[src/hw/rtl/mrd_pkg.sv]
// -----------------------------------------------------------------------------
// mrd_pkg
// Types and constants of the address range decoder.
// -----------------------------------------------------------------------------
package mrd_pkg;

	localparam int ADDR_W      = 32;
	localparam int DATA_W      = 64;
	localparam int SLOT_W      = 4;
	localparam int IN_TDATA_W  = 136;
	localparam int IN_TUSER_W  = 2;
	localparam int OUT_TDATA_W = 72;

	// input tdata field positions
	localparam int IN_ADDR_LO = 0;
	localparam int IN_EXT_LO  = 32;
	localparam int IN_RD_BIT  = 64;
	localparam int IN_WR_BIT  = 65;
	localparam int IN_DATA_LO = 66;

	// output tdata field positions
	localparam int OUT_OK_BIT  = 0;
	localparam int OUT_SLOT_LO = 1;
	localparam int OUT_RS_BIT  = 5;
	localparam int OUT_WS_BIT  = 6;
	localparam int OUT_FWD_LO  = 7;

	// legal access widths in bytes
	localparam logic [ADDR_W-1:0] WIDTH_1 = 32'd1;
	localparam logic [ADDR_W-1:0] WIDTH_2 = 32'd2;
	localparam logic [ADDR_W-1:0] WIDTH_4 = 32'd4;
	localparam logic [ADDR_W-1:0] WIDTH_8 = 32'd8;

	typedef enum logic [1:0] {
		ACT_REGISTER = 2'd0,
		ACT_READ     = 2'd1,
		ACT_WRITE    = 2'd2,
		ACT_CLEAR    = 2'd3
	} act_t;

	typedef enum logic [2:0] {
		ST_IDLE,
		ST_PREP,
		ST_SCAN,
		ST_DRAIN,
		ST_FINISH
	} st_t;

	typedef struct packed {
		logic wr;
		logic rd;
		logic [ADDR_W-1:0] len;
		logic [ADDR_W-1:0] start;
	} ent_t;

	// controller -> datapath
	typedef struct packed {
		logic load;    // capture input item
		logic start;   // reset scan index and hit record
		logic issue;   // read table entry, advance index
		logic commit;  // write result, update table
	} cmd_t;

	// datapath -> controller
	typedef struct packed {
		logic scan_needed;
		logic last_issue;
		logic out_free;
	} sts_t;

endpackage

[src/hw/rtl/mrd_ctrl.sv]
// -----------------------------------------------------------------------------
// mrd_ctrl
// Sequencer for capture, table scan and result commit.
// -----------------------------------------------------------------------------
module mrd_ctrl
	import mrd_pkg::*;
(
	input  logic clk,
	input  logic arst_n,
	input  logic in_valid,
	output logic in_ready,
	output cmd_t cmd,
	input  sts_t sts
);

	st_t state_q, state_d;

	always_ff @(posedge clk or negedge arst_n) begin
		if (!arst_n) begin
			state_q <= ST_IDLE;
		end else begin
			state_q <= state_d;
		end
	end

	always_comb begin
		state_d  = state_q;
		cmd      = '0;
		in_ready = 1'b0;
		unique case (state_q)
			ST_IDLE: begin
				in_ready = 1'b1;
				if (in_valid) begin
					cmd.load = 1'b1;
					state_d  = ST_PREP;
				end
			end
			ST_PREP: begin
				cmd.start = 1'b1;
				state_d   = sts.scan_needed ? ST_SCAN : ST_FINISH;
			end
			ST_SCAN: begin
				cmd.issue = 1'b1;
				if (sts.last_issue) begin
					state_d = ST_DRAIN;
				end
			end
			ST_DRAIN: begin
				// last entry compared this cycle
				state_d = ST_FINISH;
			end
			ST_FINISH: begin
				if (sts.out_free) begin
					cmd.commit = 1'b1;
					state_d    = ST_IDLE;
				end
			end
			default: begin
				state_d = ST_IDLE;
			end
		endcase
	end

endmodule

[src/hw/rtl/mrd_datapath.sv]
// -----------------------------------------------------------------------------
// mrd_datapath
// Range table, entry compare, hit record and output register.
// -----------------------------------------------------------------------------
module mrd_datapath
	import mrd_pkg::*;
#(
	parameter int MAX_RANGES = 16
) (
	input  logic                   clk,
	input  logic                   arst_n,
	input  logic [IN_TDATA_W-1:0]  in_tdata,
	input  logic [IN_TUSER_W-1:0]  in_tuser,
	output logic                   out_tvalid,
	input  logic                   out_tready,
	output logic [OUT_TDATA_W-1:0] out_tdata,
	input  cmd_t                   cmd,
	output sts_t                   sts
);

	localparam int IDX_W = (MAX_RANGES > 1) ? $clog2(MAX_RANGES) : 1;
	localparam int CNT_W = $clog2(MAX_RANGES + 1);

	// captured item
	act_t              act_q;
	logic [ADDR_W-1:0] addr_q;
	logic [ADDR_W-1:0] ext_q;
	logic              rd_q;
	logic              wr_q;
	logic [DATA_W-1:0] data_q;
	logic [ADDR_W:0]   stop_q;

	// table
	ent_t              mem [MAX_RANGES];
	logic [CNT_W-1:0]  count_q;

	// scan
	logic [IDX_W-1:0]  idx_q;
	logic [IDX_W-1:0]  idx_s1;
	ent_t              ent_s1;
	logic              vld_s1;

	// first hit
	logic              hit_q;
	logic [IDX_W-1:0]  hit_idx_q;
	logic              hit_rd_q;
	logic              hit_wr_q;

	// output register
	logic              out_vld_q;
	logic              res_ok_q;
	logic [SLOT_W-1:0] res_slot_q;
	logic              res_rs_q;
	logic              res_ws_q;
	logic [DATA_W-1:0] res_fwd_q;

	logic              stop_fits;
	logic              width_ok;
	logic              pre_ok;
	logic [ADDR_W:0]   ent_end;
	logic              match;
	logic              reg_ok;

	logic              nx_ok;
	logic              nx_rs;
	logic              nx_ws;

	always_ff @(posedge clk) begin
		if (cmd.load) begin
			act_q  <= act_t'(in_tuser);
			addr_q <= in_tdata[IN_ADDR_LO +: ADDR_W];
			ext_q  <= in_tdata[IN_EXT_LO +: ADDR_W];
			rd_q   <= in_tdata[IN_RD_BIT];
			wr_q   <= in_tdata[IN_WR_BIT];
			data_q <= in_tdata[IN_DATA_LO +: DATA_W];
			stop_q <= {1'b0, in_tdata[IN_ADDR_LO +: ADDR_W]}
				+ {1'b0, in_tdata[IN_EXT_LO +: ADDR_W]};
		end
	end

	// end at or below 2^32
	assign stop_fits = !stop_q[ADDR_W] || (stop_q[ADDR_W-1:0] == '0);
	assign width_ok  = (ext_q == WIDTH_1) || (ext_q == WIDTH_2)
		|| (ext_q == WIDTH_4) || (ext_q == WIDTH_8);

	always_comb begin
		unique case (act_q)
			ACT_REGISTER: pre_ok = (ext_q != '0) && stop_fits
				&& (count_q < CNT_W'(MAX_RANGES));
			ACT_READ,
			ACT_WRITE:    pre_ok = width_ok && stop_fits;
			ACT_CLEAR:    pre_ok = 1'b1;
			default:      pre_ok = 1'b0;
		endcase
	end

	assign sts.scan_needed = (act_q != ACT_CLEAR) && pre_ok && (count_q != '0);
	assign sts.last_issue  = (CNT_W'(idx_q) == (count_q - 1'b1));
	assign sts.out_free    = !out_vld_q || out_tready;

	// table write and registered read
	always_ff @(posedge clk) begin
		if (cmd.commit && (act_q == ACT_REGISTER) && reg_ok) begin
			mem[count_q[IDX_W-1:0]] <= '{wr: wr_q, rd: rd_q, len: ext_q, start: addr_q};
		end
		if (cmd.issue) begin
			ent_s1 <= mem[idx_q];
			idx_s1 <= idx_q;
		end
	end

	// entry compare, ends in 33 bits
	assign ent_end = {1'b0, ent_s1.start} + {1'b0, ent_s1.len};

	always_comb begin
		if (act_q == ACT_REGISTER) begin
			match = ({1'b0, addr_q} < ent_end) && ({1'b0, ent_s1.start} < stop_q);
		end else begin
			match = (addr_q >= ent_s1.start) && (stop_q <= ent_end);
		end
	end

	always_ff @(posedge clk or negedge arst_n) begin
		if (!arst_n) begin
			idx_q  <= '0;
			vld_s1 <= 1'b0;
			hit_q  <= 1'b0;
		end else begin
			vld_s1 <= cmd.issue;
			if (cmd.start) begin
				idx_q <= '0;
				hit_q <= 1'b0;
			end else if (cmd.issue) begin
				idx_q <= idx_q + 1'b1;
			end
			if (vld_s1 && match && !hit_q) begin
				hit_q <= 1'b1;
			end
		end
	end

	always_ff @(posedge clk) begin
		if (vld_s1 && match && !hit_q) begin
			hit_idx_q <= idx_s1;
			hit_rd_q  <= ent_s1.rd;
			hit_wr_q  <= ent_s1.wr;
		end
	end

	assign reg_ok = pre_ok && !hit_q;

	always_comb begin
		nx_ok = 1'b0;
		nx_rs = 1'b0;
		nx_ws = 1'b0;
		unique case (act_q)
			ACT_REGISTER: nx_ok = reg_ok;
			ACT_READ:     nx_rs = pre_ok && hit_q && hit_rd_q;
			ACT_WRITE:    nx_ws = pre_ok && hit_q && hit_wr_q;
			ACT_CLEAR:    nx_ok = 1'b1;
			default:      nx_ok = 1'b0;
		endcase
		if (nx_rs || nx_ws) begin
			nx_ok = 1'b1;
		end
	end

	always_ff @(posedge clk or negedge arst_n) begin
		if (!arst_n) begin
			count_q   <= '0;
			out_vld_q <= 1'b0;
		end else begin
			if (cmd.commit) begin
				out_vld_q <= 1'b1;
			end else if (out_tready) begin
				out_vld_q <= 1'b0;
			end
			if (cmd.commit) begin
				if (act_q == ACT_CLEAR) begin
					count_q <= '0;
				end else if ((act_q == ACT_REGISTER) && reg_ok) begin
					count_q <= count_q + 1'b1;
				end
			end
		end
	end

	always_ff @(posedge clk) begin
		if (cmd.commit) begin
			res_ok_q   <= nx_ok;
			res_rs_q   <= nx_rs;
			res_ws_q   <= nx_ws;
			res_slot_q <= (nx_rs || nx_ws) ? SLOT_W'(hit_idx_q) : '0;
			res_fwd_q  <= nx_ws ? data_q : '0;
		end
	end

	assign out_tvalid = out_vld_q;
	assign out_tdata  = {1'b0, res_fwd_q, res_ws_q, res_rs_q, res_slot_q, res_ok_q};

endmodule

[src/hw/rtl/mmio_range_decoder_top.sv]
// -----------------------------------------------------------------------------
// mmio_range_decoder_top
// Address range table with bus access decode.
// -----------------------------------------------------------------------------
// Use: an item enters on the s_axis channel; tuser carries the action
// (register range, read, write, clear table), tdata the address, extent,
// handler flags and write data. Each item yields exactly one result item on
// m_axis: ok, slot, read/write strobe and forwarded write data.
// Timing: the table is held in a single-port memory read once per cycle,
// so a register, read or write item scans every stored range, one a cycle.
// An item steps through prepare, the scan, a drain step and finish, where
// the result is committed to the output register; the next item is accepted
// only after that. Clear, an empty table or an item refused on its own
// fields skips the scan and goes from prepare straight to finish.
// Stall: the result sits in an output register, so the next item is taken
// and worked on while m_axis is stalled; only the commit of that next result
// waits for the register to drain.
// Reset: arst_n empties the table, drops the result valid and leaves the
// input ready; table contents are not cleared and are never read before
// being written.
// -----------------------------------------------------------------------------
module mmio_range_decoder_top
	import mrd_pkg::*;
#(
	parameter int MAX_RANGES = 16
) (
	input  logic                   clk,
	input  logic                   arst_n,
	// input items
	input  logic                   s_axis_tvalid,
	output logic                   s_axis_tready,
	// address[31:0], extent[63:32], has_reader[64], has_writer[65],
	// write_data[129:66], zero pad[135:130]
	input  logic [IN_TDATA_W-1:0]  s_axis_tdata,
	// action[1:0]
	input  logic [IN_TUSER_W-1:0]  s_axis_tuser,
	// result items
	output logic                   m_axis_tvalid,
	input  logic                   m_axis_tready,
	// ok[0], slot[4:1], read_strobe[5], write_strobe[6],
	// forward_data[70:7], zero pad[71]
	output logic [OUT_TDATA_W-1:0] m_axis_tdata
);

	cmd_t cmd;
	sts_t sts;

	// sequencer
	mrd_ctrl u_ctrl (
		.clk      (clk),
		.arst_n   (arst_n),
		.in_valid (s_axis_tvalid),
		.in_ready (s_axis_tready),
		.cmd      (cmd),
		.sts      (sts)
	);

	// table, compare and output register
	mrd_datapath #(
		.MAX_RANGES (MAX_RANGES)
	) u_datapath (
		.clk        (clk),
		.arst_n     (arst_n),
		.in_tdata   (s_axis_tdata),
		.in_tuser   (s_axis_tuser),
		.out_tvalid (m_axis_tvalid),
		.out_tready (m_axis_tready),
		.out_tdata  (m_axis_tdata),
		.cmd        (cmd),
		.sts        (sts)
	);

endmodule

[config.mk]
export PLATFORM = sky130hd
export DESIGN_NAME = mmio_range_decoder_top
export DESIGN_NICKNAME = d
export VERILOG_FILES = /design/src/hw/rtl/mrd_pkg.sv /design/src/hw/rtl/mrd_ctrl.sv /design/src/hw/rtl/mrd_datapath.sv /design/src/hw/rtl/mmio_range_decoder_top.sv
export SDC_FILE = /design/constraint.sdc
export NUM_CORES = 2
export LEC_CHECK = 0
export BUFFER_PORTS_ARGS = -buffer_cell sky130_fd_sc_hd__buf_2
export CORE_MARGIN = 1
export CORE_UTILIZATION = 49
export DETAILED_ROUTE_END_ITERATION = 8
export GPL_ROUTABILITY_DRIVEN = 0
export PLACE_DENSITY = 0.71
export SLEW_MARGIN = 25
export SYNTH_ARGS = -nofsm -noshare
export SYNTH_HDL_FRONTEND = slang
export SYNTH_SLANG_ARGS = --single-unit
export TNS_END_PERCENT = 10
[constraint.sdc]
create_clock -name clk -period 15.3 [get_ports clk]
set_input_delay 1.53 -clock clk [delete_from_list [all_inputs] [get_ports clk]]
set_output_delay 1.53 -clock clk [all_outputs]
set_load 0.05 [all_outputs]
==> results.toml <==
[run_status]
status = "finished with violations"
violations = "design-rule violations"

[run]
maxCapViolCount = 0

[synthesis]
synth-warning-count = 0
synth.distinct_cells = 71
synth_area_um2 = 56710
synthCells = 2860
synth_edf_count = 1368
syn-num-nets = 3202
synth-seq-cells = 1383
ys.flop_type = "edfxtp_1"
async_reset_ff_share_pct = 1.085
syn_area_per_cell_um2 = 19.83
seq_area_frac_synth_pct = 73.10

[clocking]
clkLatencyLatePin_ns = 0.75
clkTransAtPathRegs_ns = 0.05
root_buffer = "clkbuf_16"
postCtsHoldBufs = 0
cts_buffers = 139
cts_resized = 0
cts_tree = "yes"
clock_sinks = 1383
cts_buffer_depth = 3
cts_htree_levels = 4
post_cts_buffers = 0

[hold_path]
holdCritPathClass = "flip-flop to flip-flop"
whs_path_depth = 0
hp-start = "u_datapath.ent_s1[65]$_DFFE_PP_"

[detailed_routing]
drt_first_pass_iters = 9
detail-route-antenna-nets = 0
vias = 28956
drc_errors = 7
drtIter0Drc = 3006
wirelength_um = 129600
wire_per_inst_um = 27.09
via_per_inst = 6.050

[global_route]
antenna_found_initial = 6
track_usage_pct = 22.27
globalRouteOverflowTotal = 0
grt_pass1_wl_um = 189700
grt_pass1_vias = 29693
grt_max_degree = 155

[timing]
rsz0062_at_grt = "no"
fin_crit_sh_pct = 39.79
fmax_ghz = 0.1642
fin_skew_ns = 0.02033
maxSlewHeadroom_pct = 29.48
worst_pin_slew_ns = 1.058
setup_violations = 0
hold_viol = 0
drv_slew = 0
tns_ns = 0
finalCriticalPeriod_ns = 6.089

[critical_path]
required_ns = 15.70
worstPathArrival_ns = 6.49
r2r-start = "u_datapath.ent_s1[0]$_DFFE_PP_"
rr_worst_depth = 20
rrSetupSlack_ns = 9.21
path_class = "flip-flop to flip-flop"
cp-end-kind = "flip-flop"
crit_start = "u_datapath.ent_s1[0]$_DFFE_PP_"
crit_end = "u_datapath.hit_wr_q$_DFFE_PP_"
r2r-end = "u_datapath.hit_wr_q$_DFFE_PP_"
crit_fanout = 6
critPathLaunchType = "flip-flop"

[layout]
nets = 3502
drive_gt1_share_pct = 25.00
syn_to_final_growth_pct = 13.51
fin_util_pct = 56.22

[floorplanning]
coreArea_um2 = 114500
fp-row-count = 124
die_h_um = 342.2
io_pins = 216
die_area_um2 = 117100
start_util_pct = 49.53
die_width_um = 342.2

[power]
p_int_w = 0.007624
p_comb_share_pct = 21.3
p_switching_w = 0.003108
p_clk_share_pct = 31.3
sw_frac_of_total_pct = 28.96
powerDensity_nw_per_um2 = 166.7
peakVddDrop_mv = 0.1440
leakage_nw = 21.43
p_seq_share_pct = 47.3

[placement]
dp_hpwl_um = 76750
numPortBuffers = 208
[metal layers]
layer	vias up	wire length [um]	GRT usage, %
met4	2	4138	8.659
li1	12349	-	-
met3	233	9322	3.579
met1	15133	51950	30.03
met2	1239	64210	36.56
met5	-	10	0
[power groups by stage]
stage | clock, W | combinational, W | sequential, W
floorplan | 0 | 0.00160 | 0.00516
detailed placement | 0 | 0.00228 | 0.00515
global route | 0.00354 | 0.00249 | 0.00511
global placement | 0 | 0.00223 | 0.00511
finish | 0.00336 | 0.00229 | 0.00508
CTS | 0.00341 | 0.00230 | 0.00507
[flip-flops by register name (all words and copies together) (netlist names), 5 cells and up]
| signal | flops |
|---|---|
| u_datapath.addr_q | 32 |
| u_datapath.count_q | 5 |
| u_datapath.data_q | 64 |
| u_datapath.ent_s1 | 66 |
| u_datapath.ext_q | 32 |
| u_datapath.mem | 1056 |
| u_datapath.res_fwd_q | 64 |
| u_datapath.stop_q | 33 |
[kinds of logic after synthesis]
group,count (synthesis),synth area share (%)
buffers and inverters,197,1.344
muxes,332,13.14
xor gates and xnor gates,62,0.9576
other,1,0.006613
adders and majority gates,202,4.475
and+or+nand+nor,361,3.341
DFF,1383,73.10
AOI/OAI and AO/OA,322,3.632
[cell usage after synthesis (25+ instances only)]
master / instances / area (um^2)
a21o_1: 37 / 277.8
a21oi_1: 94 / 470.5
and2_1: 70 / 437.9
clkbuf_1: 67 / 251.5
edfxtp_1: 1368 / 41080
ha_1: 198 / 2477
inv_1: 102 / 382.9
mux4_2: 330 / 7432
nand2_1: 56 / 210.2
nand3_1: 26 / 130.1
nor2_1: 81 / 304.0
nor3_1: 25 / 125.1
o21ai_0: 75 / 375.4
xnor2_1: 38 / 332.8
[worst max-delay path, stage by stage, from the launching register on]
cell and delay [ns]:
edfxtp_1 0.45, ha_1 0.28, fa_1 0.43, a211oi_1 0.38
o21ai_0 0.16, a31oi_1 0.36, o21bai_1 0.27, a31oi_1 0.51
o21bai_1 0.15, a21oi_1 0.22, xor2_1 0.29, ha_1 0.31
a21o_1 0.17, a21o_1 0.18, a21oi_1 0.15, nor2_1 0.07
a2111oi_0 0.27, o21ai_0 0.21, a31oi_1 0.35, o2111ai_1 0.21
nand3_1 0.33
[stage by stage]
step | instance area (um^2) | hold WS (ns) | worst slack, ns | cells | power (W)
2_1_floorplan | 56710 | 0.4003 | 1.703 | 2860 | 0.006754
4_1_cts | 64310 | 0.4276 | 9.303 | 4782 | 0.01078
6_report | 64370 | 0.4276 | 9.211 | 4786 | 0.01073
5_1_grt | 64370 | 0.4354 | 8.745 | 4786 | 0.01115
3_3_place_gp | 59770 | 0.4035 | 9.337 | 4529 | 0.007338
3_5_place_dp | 59770 | 0.4143 | 9.319 | 4529 | 0.007431
[worst min path at each step]
stage          slack, ns                           endpoint
5_1_grt             0.44      u_datapath.hit_wr_q$_DFFE_PP_
3_3_place_gp        0.40  u_datapath.hit_idx_q[0]$_DFFE_PP_
2_1_floorplan       0.40  u_datapath.hit_idx_q[0]$_DFFE_PP_
3_5_place_dp        0.41      u_datapath.hit_rd_q$_DFFE_PP_
6_report            0.43      u_datapath.hit_wr_q$_DFFE_PP_
4_1_cts             0.43      u_datapath.hit_wr_q$_DFFE_PP_
[layout by cell type, fill, tap and decap left out, drive strengths merged, types with 4 or more instances in the layout]
cell type / n
edfxtp: 1368
mux4: 330
buf: 254
ha: 198
clkbuf: 168
inv: 111
a21oi: 96
nor2: 81
o21ai: 79
and2: 70
clkinv: 60
nand2: 57
xnor2: 38
a21o: 37
nand3: 26
nor3: 25
xor2: 24
nand4: 22
nor4: 17
nand2b: 15
dfrtp: 15
bufinv: 14
a211oi: 13
o21a: 11
a31oi: 10
and3: 10
nor2b: 9
o211ai: 9
or3: 8
o21bai: 8
o31ai: 8
a2111oi: 7
and4: 7
a211o: 4
a221o: 4
or2: 4
a311oi: 4
[layout make-up]
type	count	area, um^2
clock buffer	168	3640
inverter	102	382.9
tap	1512	1892
antenna	2	5.005
fill	8386	50130
timing repair buffer	254	1464
clock inverter	85	892.1
sequential	1383	41470
multi-input combinational	1280	14620
Power figures use the tool's default switching activity.
